File: config.mk
export PLATFORM = sky130hd
export DESIGN_NAME = char_lcd_4bit_interface
export DESIGN_NICKNAME = d
export VERILOG_FILES = /design/src/rtl/cl4_pkg.sv /design/src/rtl/char_lcd_4bit_interface.sv /design/src/rtl/cl4_fifo.sv /design/src/rtl/cl4_front.sv /design/src/rtl/cl4_seq.sv
export SDC_FILE = /design/constraint.sdc
export NUM_CORES = 1
export LEC_CHECK = 0
export ABC_AREA = 1
export BUFFER_PORTS_ARGS = -buffer_cell sky130_fd_sc_hd__buf_2
export CAP_MARGIN = 20
export CORE_MARGIN = 2
export CORE_UTILIZATION = 38
export DETAILED_ROUTE_END_ITERATION = 8
export PLACE_DENSITY_LB_ADDON = 0.12
export SLEW_MARGIN = 40
export SYNTH_ARGS = -nofsm -noshare
export SYNTH_HDL_FRONTEND = slang
export SYNTH_SLANG_ARGS = --single-unit
File: constraint.sdc
create_clock -name clk -period 6.26 [get_ports clk]
set_clock_uncertainty 0.05 [all_clocks]
set_input_delay 0.313 -clock clk [delete_from_list [all_inputs] [get_ports clk]]
set_output_delay 0.313 -clock clk [all_outputs]
set_load 0.05 [all_outputs]
File: src/rtl/cl4_pkg.sv
// Shared types and constants for the 4-bit character LCD controller.
// Used by every module of the block except cl4_fifo; depends on nothing else.
package cl4_pkg;

  // Display geometry used for cursor clamping and row base addresses.
  localparam int COLUMNS = 20;
  localparam int ROWS    = 4;

  // Default depth of the request and result queues.
  localparam int QUEUE_DEPTH = 2;

  // Power-up sequence: four bare nibbles, then five instruction bytes.
  localparam logic [3:0] INIT_NIBBLES = 4'd4;
  localparam logic [3:0] INIT_DONE    = 4'd9;

  // Configuration register indexes.
  localparam logic [2:0] REG_SETUP      = 3'd0;
  localparam logic [2:0] REG_BYTE_GAP   = 3'd1;
  localparam logic [2:0] REG_FIRST_INIT = 3'd2;
  localparam logic [2:0] REG_INIT_GAP   = 3'd3;
  localparam logic [2:0] REG_MOVE_GAP   = 3'd4;

  typedef enum logic [1:0] {
    OP_DATA  = 2'd0,
    OP_INSTR = 2'd1,
    OP_MOVE  = 2'd2,
    OP_CLEAR = 2'd3
  } opcode_t;

  typedef enum logic [1:0] {
    GAP_NONE = 2'd0,
    GAP_INIT = 2'd1,
    GAP_MOVE = 2'd2
  } post_gap_t;

  typedef enum logic [3:0] {
    PH_START    = 4'd0,
    PH_PRE      = 4'd1,
    PH_SETUP_HI = 4'd2,
    PH_PULSE_HI = 4'd3,
    PH_SETUP_LO = 4'd4,
    PH_PULSE_LO = 4'd5,
    PH_GAP1     = 4'd6,
    PH_GAP2     = 4'd7,
    PH_IDLE     = 4'd8
  } phase_t;

  // One input request as it arrives on the push side.
  typedef struct packed {
    logic       tick;
    logic       cmd_valid;
    logic [1:0] opcode;
    logic [7:0] byte_value;
    logic [4:0] column;
    logic [2:0] row;
  } in_item_t;

  // One result as it leaves on the pop side.
  typedef struct packed {
    logic       rs_pin;
    logic       en_pin;
    logic [3:0] data_nibble;
    logic       ready_res;
    logic       accepted;
  } res_item_t;

  // A classified request, ready for the sequencer.
  typedef struct packed {
    logic       tick;
    logic       cmd_valid;
    logic [7:0] byte_value;
    logic       rs;
    post_gap_t  post;
  } job_t;

  // Timing registers.
  typedef struct packed {
    logic [15:0] setup_ticks;
    logic [15:0] byte_gap_ticks;
    logic [15:0] first_init_gap;
    logic [15:0] init_gap_ticks;
    logic [15:0] move_gap_ticks;
  } cfg_t;

endpackage

File: src/rtl/char_lcd_4bit_interface.sv
// A request is registered in the job queue, its result then in the result queue.
// Throughput: one request per clock while the result queue has room; the sequencer
// finishes one per cycle, its path bounded by the wait counter add and compare.
// Reset (rst, synchronous, active high) empties both queues, loads the default timing
// and restarts the power-up sequence with the first request after reset.
// Depends on cl4_pkg, cl4_fifo, cl4_front and cl4_seq.
module char_lcd_4bit_interface #(
  parameter int QUEUE_DEPTH = cl4_pkg::QUEUE_DEPTH
) (
  input  logic               clk,
  input  logic               rst,
  // Request side: a request is taken when push is high and full is low.
  input  logic               push,
  input  cl4_pkg::in_item_t  item,
  output logic               full,
  // Result side: the oldest result stands on result while empty is low.
  input  logic               pop,
  output cl4_pkg::res_item_t result,
  output logic               empty,
  // Timing register writes, taken whenever cfg_we is high.
  input  logic               cfg_we,
  input  logic [2:0]         cfg_index,
  input  logic [15:0]        cfg_data
);
  import cl4_pkg::*;

  // The front end classifies each request (data, instruction, cursor move
  // or clear) into the byte to send and queues it. The sequencer drains that
  // queue one request per cycle whenever the result queue has room, so a
  // stalled consumer backs up into the job queue and then raises full.

  cfg_t      cfg;
  job_t      job;
  logic      job_empty;
  logic      job_pop;
  logic      res_full;
  logic      res_push;
  res_item_t res;

  // Timing registers. Writes beyond the last register are dropped.
  always_ff @(posedge clk) begin
    if (rst) begin
      cfg.setup_ticks    <= 16'd100;
      cfg.byte_gap_ticks <= 16'd2000;
      cfg.first_init_gap <= 16'd5000;
      cfg.init_gap_ticks <= 16'd1000;
      cfg.move_gap_ticks <= 16'd2000;
    end else if (cfg_we) begin
      case (cfg_index)
        REG_SETUP:      cfg.setup_ticks    <= cfg_data;
        REG_BYTE_GAP:   cfg.byte_gap_ticks <= cfg_data;
        REG_FIRST_INIT: cfg.first_init_gap <= cfg_data;
        REG_INIT_GAP:   cfg.init_gap_ticks <= cfg_data;
        REG_MOVE_GAP:   cfg.move_gap_ticks <= cfg_data;
        default: ;
      endcase
    end
  end

  cl4_front #(
    .DEPTH(QUEUE_DEPTH)
  ) u_front (
    .clk      (clk),
    .rst      (rst),
    .push     (push),
    .item     (item),
    .full     (full),
    .job_pop  (job_pop),
    .job      (job),
    .job_empty(job_empty)
  );

  // The sequencer owns all bus timing: setup and pulse widths, byte gaps
  // and the power-up waits, each counted in ticks carried by requests.
  cl4_seq u_seq (
    .clk      (clk),
    .rst      (rst),
    .cfg      (cfg),
    .job      (job),
    .job_empty(job_empty),
    .job_pop  (job_pop),
    .res_full (res_full),
    .res_push (res_push),
    .res      (res)
  );

  // Result queue; it parts the sequencer from the consumer.
  cl4_fifo #(
    .WIDTH($bits(res_item_t)),
    .DEPTH(QUEUE_DEPTH)
  ) u_res_q (
    .clk    (clk),
    .rst    (rst),
    .push   (res_push),
    .wr_data(res),
    .full   (res_full),
    .pop    (pop),
    .rd_data(result),
    .empty  (empty)
  );

endmodule

File: src/rtl/cl4_fifo.sv
// Small register-based first-in first-out queue.
// Generic over width and depth; no package dependency.
module cl4_fifo #(
  parameter int WIDTH = 8,
  parameter int DEPTH = 2
) (
  input  logic             clk,
  input  logic             rst,
  input  logic             push,
  input  logic [WIDTH-1:0] wr_data,
  output logic             full,
  input  logic             pop,
  output logic [WIDTH-1:0] rd_data,
  output logic             empty
);
  localparam int PW = (DEPTH > 1) ? $clog2(DEPTH) : 1;
  localparam int CW = $clog2(DEPTH + 1);

  logic [WIDTH-1:0] slots [DEPTH];
  logic [PW-1:0]    wr_ptr;
  logic [PW-1:0]    rd_ptr;
  logic [CW-1:0]    count;
  logic             push_ok;
  logic             pop_ok;

  assign full    = (count == CW'(DEPTH));
  assign empty   = (count == '0);
  assign push_ok = push && !full;
  assign pop_ok  = pop && !empty;
  assign rd_data = slots[rd_ptr];

  always_ff @(posedge clk) begin
    if (push_ok) begin
      slots[wr_ptr] <= wr_data;
    end
  end

  always_ff @(posedge clk) begin
    if (rst) begin
      wr_ptr <= '0;
      rd_ptr <= '0;
      count  <= '0;
    end else begin
      if (push_ok) begin
        wr_ptr <= (wr_ptr == PW'(DEPTH - 1)) ? '0 : wr_ptr + 1'b1;
      end
      if (pop_ok) begin
        rd_ptr <= (rd_ptr == PW'(DEPTH - 1)) ? '0 : rd_ptr + 1'b1;
      end
      if (push_ok && !pop_ok) begin
        count <= count + 1'b1;
      end else if (pop_ok && !push_ok) begin
        count <= count - 1'b1;
      end
    end
  end

  a_count_bound: assert property (@(posedge clk) disable iff (rst)
    count <= CW'(DEPTH))
    else $error("queue count exceeds depth");

  a_count_up: assert property (@(posedge clk) disable iff (rst)
    (push_ok && !pop_ok) |=> (count == $past(count) + 1'b1))
    else $error("queue count did not grow on push");

  a_ptr_sync: assert property (@(posedge clk) disable iff (rst)
    (count == '0 || count == CW'(DEPTH)) |-> (wr_ptr == rd_ptr))
    else $error("queue pointers disagree with count");

endmodule

File: src/rtl/cl4_front.sv
// Front end: takes requests, turns each into the byte, register select and
// trailing gap to send, and queues it. Depends on cl4_pkg and cl4_fifo.
module cl4_front #(
  parameter int DEPTH = cl4_pkg::QUEUE_DEPTH
) (
  input  logic              clk,
  input  logic              rst,
  input  logic              push,
  input  cl4_pkg::in_item_t item,
  output logic              full,
  input  logic              job_pop,
  output cl4_pkg::job_t     job,
  output logic              job_empty
);
  import cl4_pkg::*;

  logic [5:0] col_c;
  logic [2:0] row_c;
  logic [6:0] base;
  logic [6:0] addr;
  logic [7:0] move_cmd;
  job_t       job_in;

  // Clamp the cursor target into the visible area, then form the
  // set-DDRAM-address command from the row base.
  always_comb begin
    if (item.column == 5'd0) begin
      col_c = 6'd1;
    end else if ({1'b0, item.column} > 6'(COLUMNS)) begin
      col_c = 6'(COLUMNS);
    end else begin
      col_c = {1'b0, item.column};
    end
    if (item.row == 3'd0) begin
      row_c = 3'd1;
    end else if (item.row > 3'(ROWS)) begin
      row_c = 3'(ROWS);
    end else begin
      row_c = item.row;
    end
    case (row_c)
      3'd1:    base = 7'h00;
      3'd2:    base = 7'h40;
      3'd3:    base = 7'(COLUMNS);
      default: base = 7'(7'h40 + COLUMNS);
    endcase
    addr     = base + 7'(col_c) - 7'd1;
    move_cmd = 8'h80 | {1'b0, addr};
  end

  always_comb begin
    job_in.tick      = item.tick;
    job_in.cmd_valid = item.cmd_valid;
    case (opcode_t'(item.opcode))
      OP_DATA: begin
        job_in.byte_value = item.byte_value;
        job_in.rs         = 1'b1;
        job_in.post       = GAP_NONE;
      end
      OP_INSTR: begin
        job_in.byte_value = item.byte_value;
        job_in.rs         = 1'b0;
        job_in.post       = GAP_NONE;
      end
      OP_MOVE: begin
        job_in.byte_value = move_cmd;
        job_in.rs         = 1'b0;
        job_in.post       = GAP_MOVE;
      end
      default: begin
        job_in.byte_value = 8'h01;
        job_in.rs         = 1'b0;
        job_in.post       = GAP_MOVE;
      end
    endcase
  end

  cl4_fifo #(
    .WIDTH($bits(job_t)),
    .DEPTH(DEPTH)
  ) u_job_q (
    .clk    (clk),
    .rst    (rst),
    .push   (push),
    .wr_data(job_in),
    .full   (full),
    .pop    (job_pop),
    .rd_data(job),
    .empty  (job_empty)
  );

endmodule

File: src/rtl/cl4_seq.sv
// Back end: the bus sequencer. Runs the power-up sequence and the nibble
// transfers, one queued request per step. Depends on cl4_pkg.
module cl4_seq (
  input  logic               clk,
  input  logic               rst,
  input  cl4_pkg::cfg_t      cfg,
  input  cl4_pkg::job_t      job,
  input  logic               job_empty,
  output logic               job_pop,
  input  logic               res_full,
  output logic               res_push,
  output cl4_pkg::res_item_t res
);
  import cl4_pkg::*;

  typedef struct packed {
    phase_t      phase;
    logic [15:0] wait_count;
    logic [3:0]  init_step;
    logic [7:0]  shift_byte;
    logic        rs_level;
    logic        en_level;
    logic [3:0]  nibble_out;
    post_gap_t   post_gap_sel;
  } seq_state_t;

  seq_state_t  st;
  seq_state_t  st_next;
  logic        go;
  logic        took;
  logic [15:0] target;
  logic [15:0] wc_inc;
  logic        hit;

  function automatic logic [7:0] init_cmd(input logic [2:0] idx);
    case (idx)
      3'd0:    init_cmd = 8'h28;
      3'd1:    init_cmd = 8'h08;
      3'd2:    init_cmd = 8'h01;
      3'd3:    init_cmd = 8'h06;
      default: init_cmd = 8'h0C;
    endcase
  endfunction

  function automatic seq_state_t start_byte(input seq_state_t s, input logic [7:0] value,
                                            input logic rs, input post_gap_t post);
    seq_state_t r;
    r              = s;
    r.shift_byte   = value;
    r.rs_level     = rs;
    r.en_level     = 1'b0;
    r.nibble_out   = value[7:4];
    r.post_gap_sel = post;
    r.wait_count   = '0;
    r.phase        = PH_SETUP_HI;
    return r;
  endfunction

  function automatic seq_state_t launch(input seq_state_t s);
    seq_state_t r;
    logic [3:0] idx;
    r   = s;
    idx = s.init_step - INIT_NIBBLES;
    if (s.init_step < INIT_NIBBLES) begin
      r.rs_level     = 1'b0;
      r.en_level     = 1'b0;
      r.nibble_out   = (s.init_step < 4'd3) ? 4'h3 : 4'h2;
      r.post_gap_sel = GAP_NONE;
      r.wait_count   = '0;
      r.phase        = PH_PRE;
    end else if (s.init_step < INIT_DONE) begin
      r = start_byte(s, init_cmd(idx[2:0]), 1'b0, GAP_INIT);
    end else begin
      r.phase = PH_IDLE;
    end
    return r;
  endfunction

  function automatic seq_state_t finish(input seq_state_t s);
    seq_state_t r;
    r            = s;
    r.wait_count = '0;
    if (s.init_step < INIT_DONE) begin
      r.init_step = s.init_step + 4'd1;
      r = launch(r);
    end else begin
      r.phase = PH_IDLE;
    end
    return r;
  endfunction

  assign go       = !job_empty && !res_full;
  assign job_pop  = go;
  assign res_push = go;

  // Wait length of the current phase.
  always_comb begin
    case (st.phase)
      PH_GAP1: begin
        if (st.init_step < INIT_NIBBLES) begin
          target = (st.init_step == 4'd0) ? cfg.first_init_gap : cfg.init_gap_ticks;
        end else begin
          target = cfg.byte_gap_ticks;
        end
      end
      PH_GAP2: target = (st.post_gap_sel == GAP_INIT) ? cfg.init_gap_ticks
                                                       : cfg.move_gap_ticks;
      default: target = cfg.setup_ticks;
    endcase
    wc_inc = st.wait_count + 16'd1;
    hit    = (wc_inc >= target) || (wc_inc == 16'd0);
  end

  // Next state.
  always_comb begin
    st_next = st;
    took    = 1'b0;
    if (st.phase == PH_START) begin
      st_next.init_step = '0;
      st_next = launch(st_next);
    end else if (st.phase == PH_IDLE && st.init_step >= INIT_DONE && job.cmd_valid) begin
      took    = 1'b1;
      st_next = start_byte(st, job.byte_value, job.rs, job.post);
    end else if (job.tick) begin
      case (st.phase)
        PH_PRE: begin
          st_next.wait_count = hit ? '0 : wc_inc;
          if (hit) begin
            st_next.phase = PH_SETUP_HI;
          end
        end
        PH_SETUP_HI: begin
          st_next.wait_count = hit ? '0 : wc_inc;
          if (hit) begin
            st_next.en_level = 1'b1;
            st_next.phase    = PH_PULSE_HI;
          end
        end
        PH_PULSE_HI: begin
          st_next.wait_count = hit ? '0 : wc_inc;
          if (hit) begin
            st_next.en_level = 1'b0;
            if (st.init_step < INIT_NIBBLES) begin
              st_next.phase = PH_GAP1;
            end else begin
              st_next.nibble_out = st.shift_byte[3:0];
              st_next.phase      = PH_SETUP_LO;
            end
          end
        end
        PH_SETUP_LO: begin
          st_next.wait_count = hit ? '0 : wc_inc;
          if (hit) begin
            st_next.en_level = 1'b1;
            st_next.phase    = PH_PULSE_LO;
          end
        end
        PH_PULSE_LO: begin
          st_next.wait_count = hit ? '0 : wc_inc;
          if (hit) begin
            st_next.en_level = 1'b0;
            st_next.phase    = PH_GAP1;
          end
        end
        PH_GAP1: begin
          st_next.wait_count = hit ? '0 : wc_inc;
          if (hit) begin
            if (st.post_gap_sel != GAP_NONE) begin
              st_next.phase = PH_GAP2;
            end else begin
              st_next = finish(st_next);
            end
          end
        end
        PH_GAP2: begin
          st_next.wait_count = hit ? '0 : wc_inc;
          if (hit) begin
            st_next = finish(st_next);
          end
        end
        default: st_next.phase = PH_IDLE;
      endcase
    end
  end

  // Result: bus levels and status after this request.
  always_comb begin
    res.rs_pin      = st_next.rs_level;
    res.en_pin      = st_next.en_level;
    res.data_nibble = st_next.nibble_out;
    res.ready_res   = (st_next.phase == PH_IDLE) && (st_next.init_step >= INIT_DONE);
    res.accepted    = took;
  end

  always_ff @(posedge clk) begin
    if (rst) begin
      st.phase        <= PH_START;
      st.wait_count   <= '0;
      st.init_step    <= '0;
      st.shift_byte   <= '0;
      st.rs_level     <= 1'b0;
      st.en_level     <= 1'b0;
      st.nibble_out   <= '0;
      st.post_gap_sel <= GAP_NONE;
    end else if (go) begin
      st <= st_next;
    end
  end

  a_en_in_pulse: assert property (@(posedge clk) disable iff (rst)
    st.en_level == (st.phase == PH_PULSE_HI || st.phase == PH_PULSE_LO))
    else $error("enable level outside a pulse phase");

  a_idle_no_count: assert property (@(posedge clk) disable iff (rst)
    (st.phase == PH_IDLE) |-> (st.wait_count == '0))
    else $error("wait counter running while idle");

  a_step_bound: assert property (@(posedge clk) disable iff (rst)
    st.init_step <= INIT_DONE)
    else $error("power-up step out of range");

endmodule

After elaboration in Yosys (flattened, before gate mapping)
Memory sizes are Yosys's and may differ from the RTL's. A register that Yosys moved wholly into a read port is not among the register bits.
Cells that the tools add are included.

operators by class
  bitwise operators = 1
  multiplexer cells = 61
  reduce and logical (&&, ||, !) cells = 49
  add/sub/neg operators = 13
  magnitude comparators = 10
  equal/unequal tests = 30

operators by type and width
  cell                   count
  $mux 40                5
  $mux 16                5
  $mux 36                2
  $pmux 16 s3            1
  $mux 4                 9
  $pmux 11 s3            1
  $pmux 16 s2            1
  $pmux 4 s7             1
  $pmux 13 s2            1
  $pmux 6 s4             1
  $pmux 7 s3             1
  $mux 20                1
  $eq 3x2->1 const B     6
  $mux 1                 17
  $add 16x1->16 const B  1
  $eq 4x3->1 const B     4
  $ge 16x16->1           1
  $logic_not 16->1       1
  $mux 8                 2
  $mux 5                 3
  $logic_and 1x1->1      12
  $pmux 4 s3             1
  $mux 2                 5
  $reduce_and 2->1       5
  other kinds (43)       77

storage, ports and cells
  logic and storage cells = 185
  RAM bits = 42
  memories kept = 2
  register bits = 128

memories
  memory                 words  width  read ports  clocked after memory_dff  wr ports  line            text
  u_front.u_job_q.slots  2      13     1           1                         1         cl4_fifo.sv:19  logic [WIDTH-1:0] slots [DEPTH];
  u_res_q.slots          2      8      1           1                         1         cl4_fifo.sv:19

Depth between registers and ports, before layout
  depth after elaboration = 15
  depth in mapped cells = 28

By module
A second synthesis with hierarchy kept.

second synthesis, totals
  cell total of the unflattened synthesis = 1391
  area total of the unflattened synthesis = 9811.9 um2

by module, submodules not included
  module                       cells an instance  area an instance (um2)  instances  seq. area each (um2)
  cl4_seq                      736                4250.3                  1          720.7
  char_lcd_4bit_interface      441                3139.3                  1          1601.5
  cl4_fifo at u_front.u_job_q  77                 1184.9                  1          880.8
  cl4_fifo at u_res_q          62                 828.3                   1          580.6
  cl4_front                    75                 409.1                   1          0.0

Worst setup path before layout
OpenSTA, ideal clock, no wires.

  path kind = reg2reg
  start point = reg u_seq.st[38] (netlist bit)
  end point = mem u_res_q.slots[0][1] (data pin)
  data required time = 6.062 ns
  period minus slack after synthesis = 3.826 ns
  library setup time = 0.148 ns
  setup slack = 2.434 ns
  arrival = 3.628 ns
  cell stages (with the launch flop) = 28
  cells stage by stage = dfxtp_1 -> inv_1 -> nor2_1 -> inv_2 -> nor2_4 -> inv_2 -> buf_2 -> nor2_1 -> buf_2 -> buf_2 -> o21ai_0 -> a21oi_1 -> a211oi_1 -> ha_1 -> nand2_1 -> nor2_1 -> nor3b_1 -> and3_1 -> nor2_1 -> nand2_4 -> buf_6 -> nand2_1 -> nand3_1 -> nand2_1 -> nand2_1 -> a21oi_2 -> nand2_1 -> nor2_1

RTL lines
  item                      line            text
  start: declaration        cl4_seq.sv:27   seq_state_t st;
  start signal: assignment  cl4_seq.sv:206  st <= st_next;
  end: declaration          cl4_fifo.sv:19

==> results.sh <==
export IMPL_report_final_setup_viol=0
export IMPL_initial_utilization=0.3892
export IMPL_grt_antenna_before_repair=0
export IMPL_synth_cell_types=47
export IMPL_rr_startpoint="u_seq.st[38]$_SDFFE_PP0P_"
export IMPL_relSlewSlack=0.4723
export IMPL_cts_tree="done"
export IMPL_cpPeakStageDelay_ps=470
export IMPL_setup_worst_path_end_class="flip-flop"
export IMPL_vias=8421
export IMPL_setup_slack_of_the_worst_register_to_register_path_ps=1510
export IMPL_ys_warn_count=0
export IMPL_insertedDiodeCount=0
export IMPL_critPathMostFrequentCell="sky130_fd_sc_hd__nand2_1"
export IMPL_final_antenna_net_count=0
export IMPL_yosys_top_cells_area="sky130_fd_sc_hd__dfxtp_1, sky130_fd_sc_hd__edfxtp_1, sky130_fd_sc_hd__nand2_1"
export IMPL_io_buffers=53
export IMPL_criticalPathCategory="flip-flop to flip-flop"
export IMPL_synth_top_flop_cell="sky130_fd_sc_hd__dfxtp_1"
export IMPL_maxCapViolCount=0
export IMPL_floorplan_die_height_um=159.3
export IMPL_drtIter0Drc=671
export IMPL_post_drt_via_cell_ratio=5.125
export IMPL_max_clock_path_buffers=2
export IMPL_synth_commonest_cells="sky130_fd_sc_hd__nand2_1, sky130_fd_sc_hd__nor2_1, sky130_fd_sc_hd__o21ai_0"
export IMPL_routabilityCongestion=0.8981
export IMPL_num_rows=56
export IMPL_timing_max_transition_violations_final=0
export IMPL_remaining_drc_errors=0
export IMPL_finalHoldViolations=0
export IMPL_sequentialPowerShare=0.342
export IMPL_cp_cell_sequence="inv_1 -> nor2_1 -> inv_2 -> nor2_4 -> inv_2 -> nor2_2 -> clkinv_1 -> a21oi_1 -> a211oi_1 -> ha_1 -> a21oi_1 -> o21ai_0 -> a21oi_1 -> nand2_1 -> nor2_1 -> nand2_4 -> nand2_1 -> nand3_1 -> nand2_1 -> nand2_1 -> a21oi_2 -> nand2_1 -> nor2_1"
export IMPL_max_freq_ghz=0.2106
export IMPL_cts_made_buffers=17
export IMPL_p_leak_nw=4.412
export IMPL_dieArea_um2=25370
export IMPL_cts_resized_gates=0
export IMPL_flow_area_growth_from_synthesis_pct=12.27
export IMPL_ir_drop_v=0.0001925
export IMPL_reg_clk_slew_reported_paths_ps=60
export IMPL_detailedRoute_firstPassIterationCount=5
export IMPL_synth_cell_area_um2=9164
export IMPL_final_min_period_over_clock_period=0.7584
export IMPL_combPwrFrac=0.410
export IMPL_synth_top_area_frac=0.2753
export IMPL_synth_largest_area_cell="sky130_fd_sc_hd__dfxtp_1"
export IMPL_syn_area_per_cell_um2=7.187
export IMPL_synth_edff_count=40
export IMPL_fin_nets=1389
export IMPL_worstMarginPinSlew_ps=790.6
export IMPL_arrival_time_worst_endpoint_ps=4970
export IMPL_switching_share_of_power=0.4363
export IMPL_wire_length_of_the_first_global_routing_pass_um=42360
export IMPL_dp_cells=1611
export IMPL_syn_nets=1353
export IMPL_p_int_mw=2.343
export IMPL_rr_endpoint="u_res_q.slots[0][1]$_DFFE_PP_"
export IMPL_ys_ff_latch=166
export IMPL_insertion_delay_ps=430
export IMPL_post_route_worst_hold_slack_ps=21.28
export IMPL_critical_path_max_fanout=26
export IMPL_clock_root_buffer="sky130_fd_sc_hd__clkbuf_16"
export IMPL_maximum_level_of_the_cts_h_tree=4
export IMPL_crit_path_max_delay_cell_type="sky130_fd_sc_hd__dfxtp_1"
export IMPL_grt_ovfl_total=0
export IMPL_cts_sinks=166
export IMPL_cellPowerDensity_nw_per_um2=404.1
export IMPL_yosysSeqAreaShare=0.4063
export IMPL_synth_async_sr_flop_share=0
export IMPL_die_width_um=159.3
export IMPL_holdCritPathClass="input port to flip-flop"
export IMPL_timing_hold_worst_start="item[19]"
export IMPL_rr_worst_depth=23
export IMPL_grt_start_max_net_pins=97
export IMPL_core_area_um2=23540
export IMPL_synth_most_common_cell="sky130_fd_sc_hd__nand2_1"
export IMPL_postCtsSetupRepairBufs=0
export IMPL_final_layout_size_suffix_gt1_frac=0.1269
export IMPL_drt_wirelength_per_cell_um=15.84
export IMPL_drt_total_wl_um=26030
export IMPL_final_instance_count_excl_fill=1643
export IMPL_dp_hpwl_um=18240
export IMPL_worstHoldPathCells=1
export IMPL_run_status="completed"
export IMPL_grt_total_usage=0.2082
export IMPL_netlist_instances=1275
export IMPL_fin_setup_tns_ps=0
export IMPL_p_sw_mw=1.814
export IMPL_cts_hold_buffers_added=0
export IMPL_timing_critical_path_from_type="flip-flop"
export IMPL_endpoint_with_the_worst_hold_slack="u_front.u_job_q.slots[1][12]$_DFFE_PP_"
export IMPL_final_util=0.4370
export IMPL_cp_data_required_time_ps=6480
export IMPL_rsz0062_at_grt="false"
export IMPL_first_global_vias=7913
export IMPL_ioPinCount=54
export IMPL_finalWorstPathRequiredPeriod_ps=4748
export IMPL_clkPwrFrac=0.248
-- worst max path at each step --
stage | slack [ps] | cells after the start | to | start
5_1_grt | 1150 | 25 | u_res_q.slots[1][1]$_DFFE_PP_ | u_seq.st[38]$_SDFFE_PP0P_
3_5_place_dp | 1600 | 23 | u_res_q.slots[1][1]$_DFFE_PP_ | u_seq.st[38]$_SDFFE_PP0P_
4_1_cts | 1560 | 23 | u_res_q.slots[0][1]$_DFFE_PP_ | u_seq.st[38]$_SDFFE_PP0P_
6_report | 1510 | 23 | u_res_q.slots[0][1]$_DFFE_PP_ | u_seq.st[38]$_SDFFE_PP0P_
3_3_place_gp | 1700 | 23 | u_res_q.slots[0][1]$_DFFE_PP_ | u_seq.st[38]$_SDFFE_PP0P_
2_1_floorplan | 2430 | 27 | u_res_q.slots[0][1]$_DFFE_PP_ | u_seq.st[38]$_SDFFE_PP0P_
-- final cells by class --
cell class | count | area, um2
clock buffer | 19 | 442.9
clock inverter | 13 | 122.6
fill | 2508 | 13250
inverter | 136 | 510.5
multi-input combinational | 922 | 4708
sequential | 166 | 3724
tap | 319 | 399.1
timing repair buffer | 68 | 381.6
-- kinds of logic after synthesis --
group | after synthesis | share of synthesized area
buffers and inverters | 187 | 0.08015
XOR/XNOR | 5 | 0.004779
AO/OA/AOI/OAI | 298 | 0.1772
adder cells (fa/ha/maj) | 34 | 0.04724
flip-flops | 166 | 0.4063
multiplexers | 8 | 0.009831
AND/OR/NAND/NOR | 577 | 0.2744
-- per-layer routing --
layer,wire [um],vias to the layer above,track usage
li1,-,4298,-
met1,13240,3935,0.3033
met2,11400,157,0.3182
met3,1046,31,0.03829
met4,346,0,0.05207
met5,0,-,0
-- through the flow --
stage                     setup WS, ps  power (mW)  cell area (um2)
after CTS                         1565       4.156            10290
after global placement            1702       3.126             9717
after floorplan                   2434       2.635             9164
after detailed placement          1601       3.125             9721
final                             1512       4.158            10290
after global routing              1154       4.442            10290
-- power by group through the flow --
stage	clock, mW	combinational, mW	sequential, mW
after floorplan	0	1.25	1.38
after global placement	0	1.68	1.44
after detailed placement	0	1.68	1.44
after CTS	1.05	1.69	1.42
after global routing	1.09	1.91	1.44
final	1.03	1.70	1.42
-- placed cells by master, fill, tap and decap left out, types with 8 or more instances in the layout --
| cell type | count |
|---|---|
| sky130_fd_sc_hd__buf_2 | 53 |
| sky130_fd_sc_hd__edfxtp_1 | 40 |
| sky130_fd_sc_hd__ha_1 | 33 |
| sky130_fd_sc_hd__nor2_1 | 153 |
| sky130_fd_sc_hd__buf_4 | 14 |
| sky130_fd_sc_hd__nand3_1 | 74 |
| sky130_fd_sc_hd__dfxtp_1 | 126 |
| sky130_fd_sc_hd__o21ai_0 | 128 |
| sky130_fd_sc_hd__nor3_1 | 10 |
| sky130_fd_sc_hd__mux2_2 | 8 |
| sky130_fd_sc_hd__a21oi_1 | 111 |
| sky130_fd_sc_hd__inv_2 | 12 |
| sky130_fd_sc_hd__a211oi_1 | 9 |
| sky130_fd_sc_hd__o211ai_1 | 25 |
| sky130_fd_sc_hd__nand4_1 | 9 |
| sky130_fd_sc_hd__inv_1 | 121 |
| sky130_fd_sc_hd__nand2_1 | 277 |
| sky130_fd_sc_hd__nor2_2 | 10 |
| sky130_fd_sc_hd__nand2_2 | 14 |
| sky130_fd_sc_hd__or2_2 | 8 |
| sky130_fd_sc_hd__clkbuf_16 | 17 |
-- critical path, delay by kind of cell (launching register included) --
family                   cells  cell delay (ps)
AO/OA/AOI/OAI                6              900
buffers and inverters        4              720
adder cells (fa/ha/maj)      1              300
flip-flops                   1              470
AND/OR/NAND/NOR             12             2140
-- state kept, by name, summed over array words and instances (netlist names), 2 cells and up, named ones only --
name and cells:
u_front.u_job_q.count 2, u_front.u_job_q.slots 24, u_seq.st 36, u_res_q.count 2
cfg 80, u_res_q.slots 16
(Power assumes the default switching activity.)
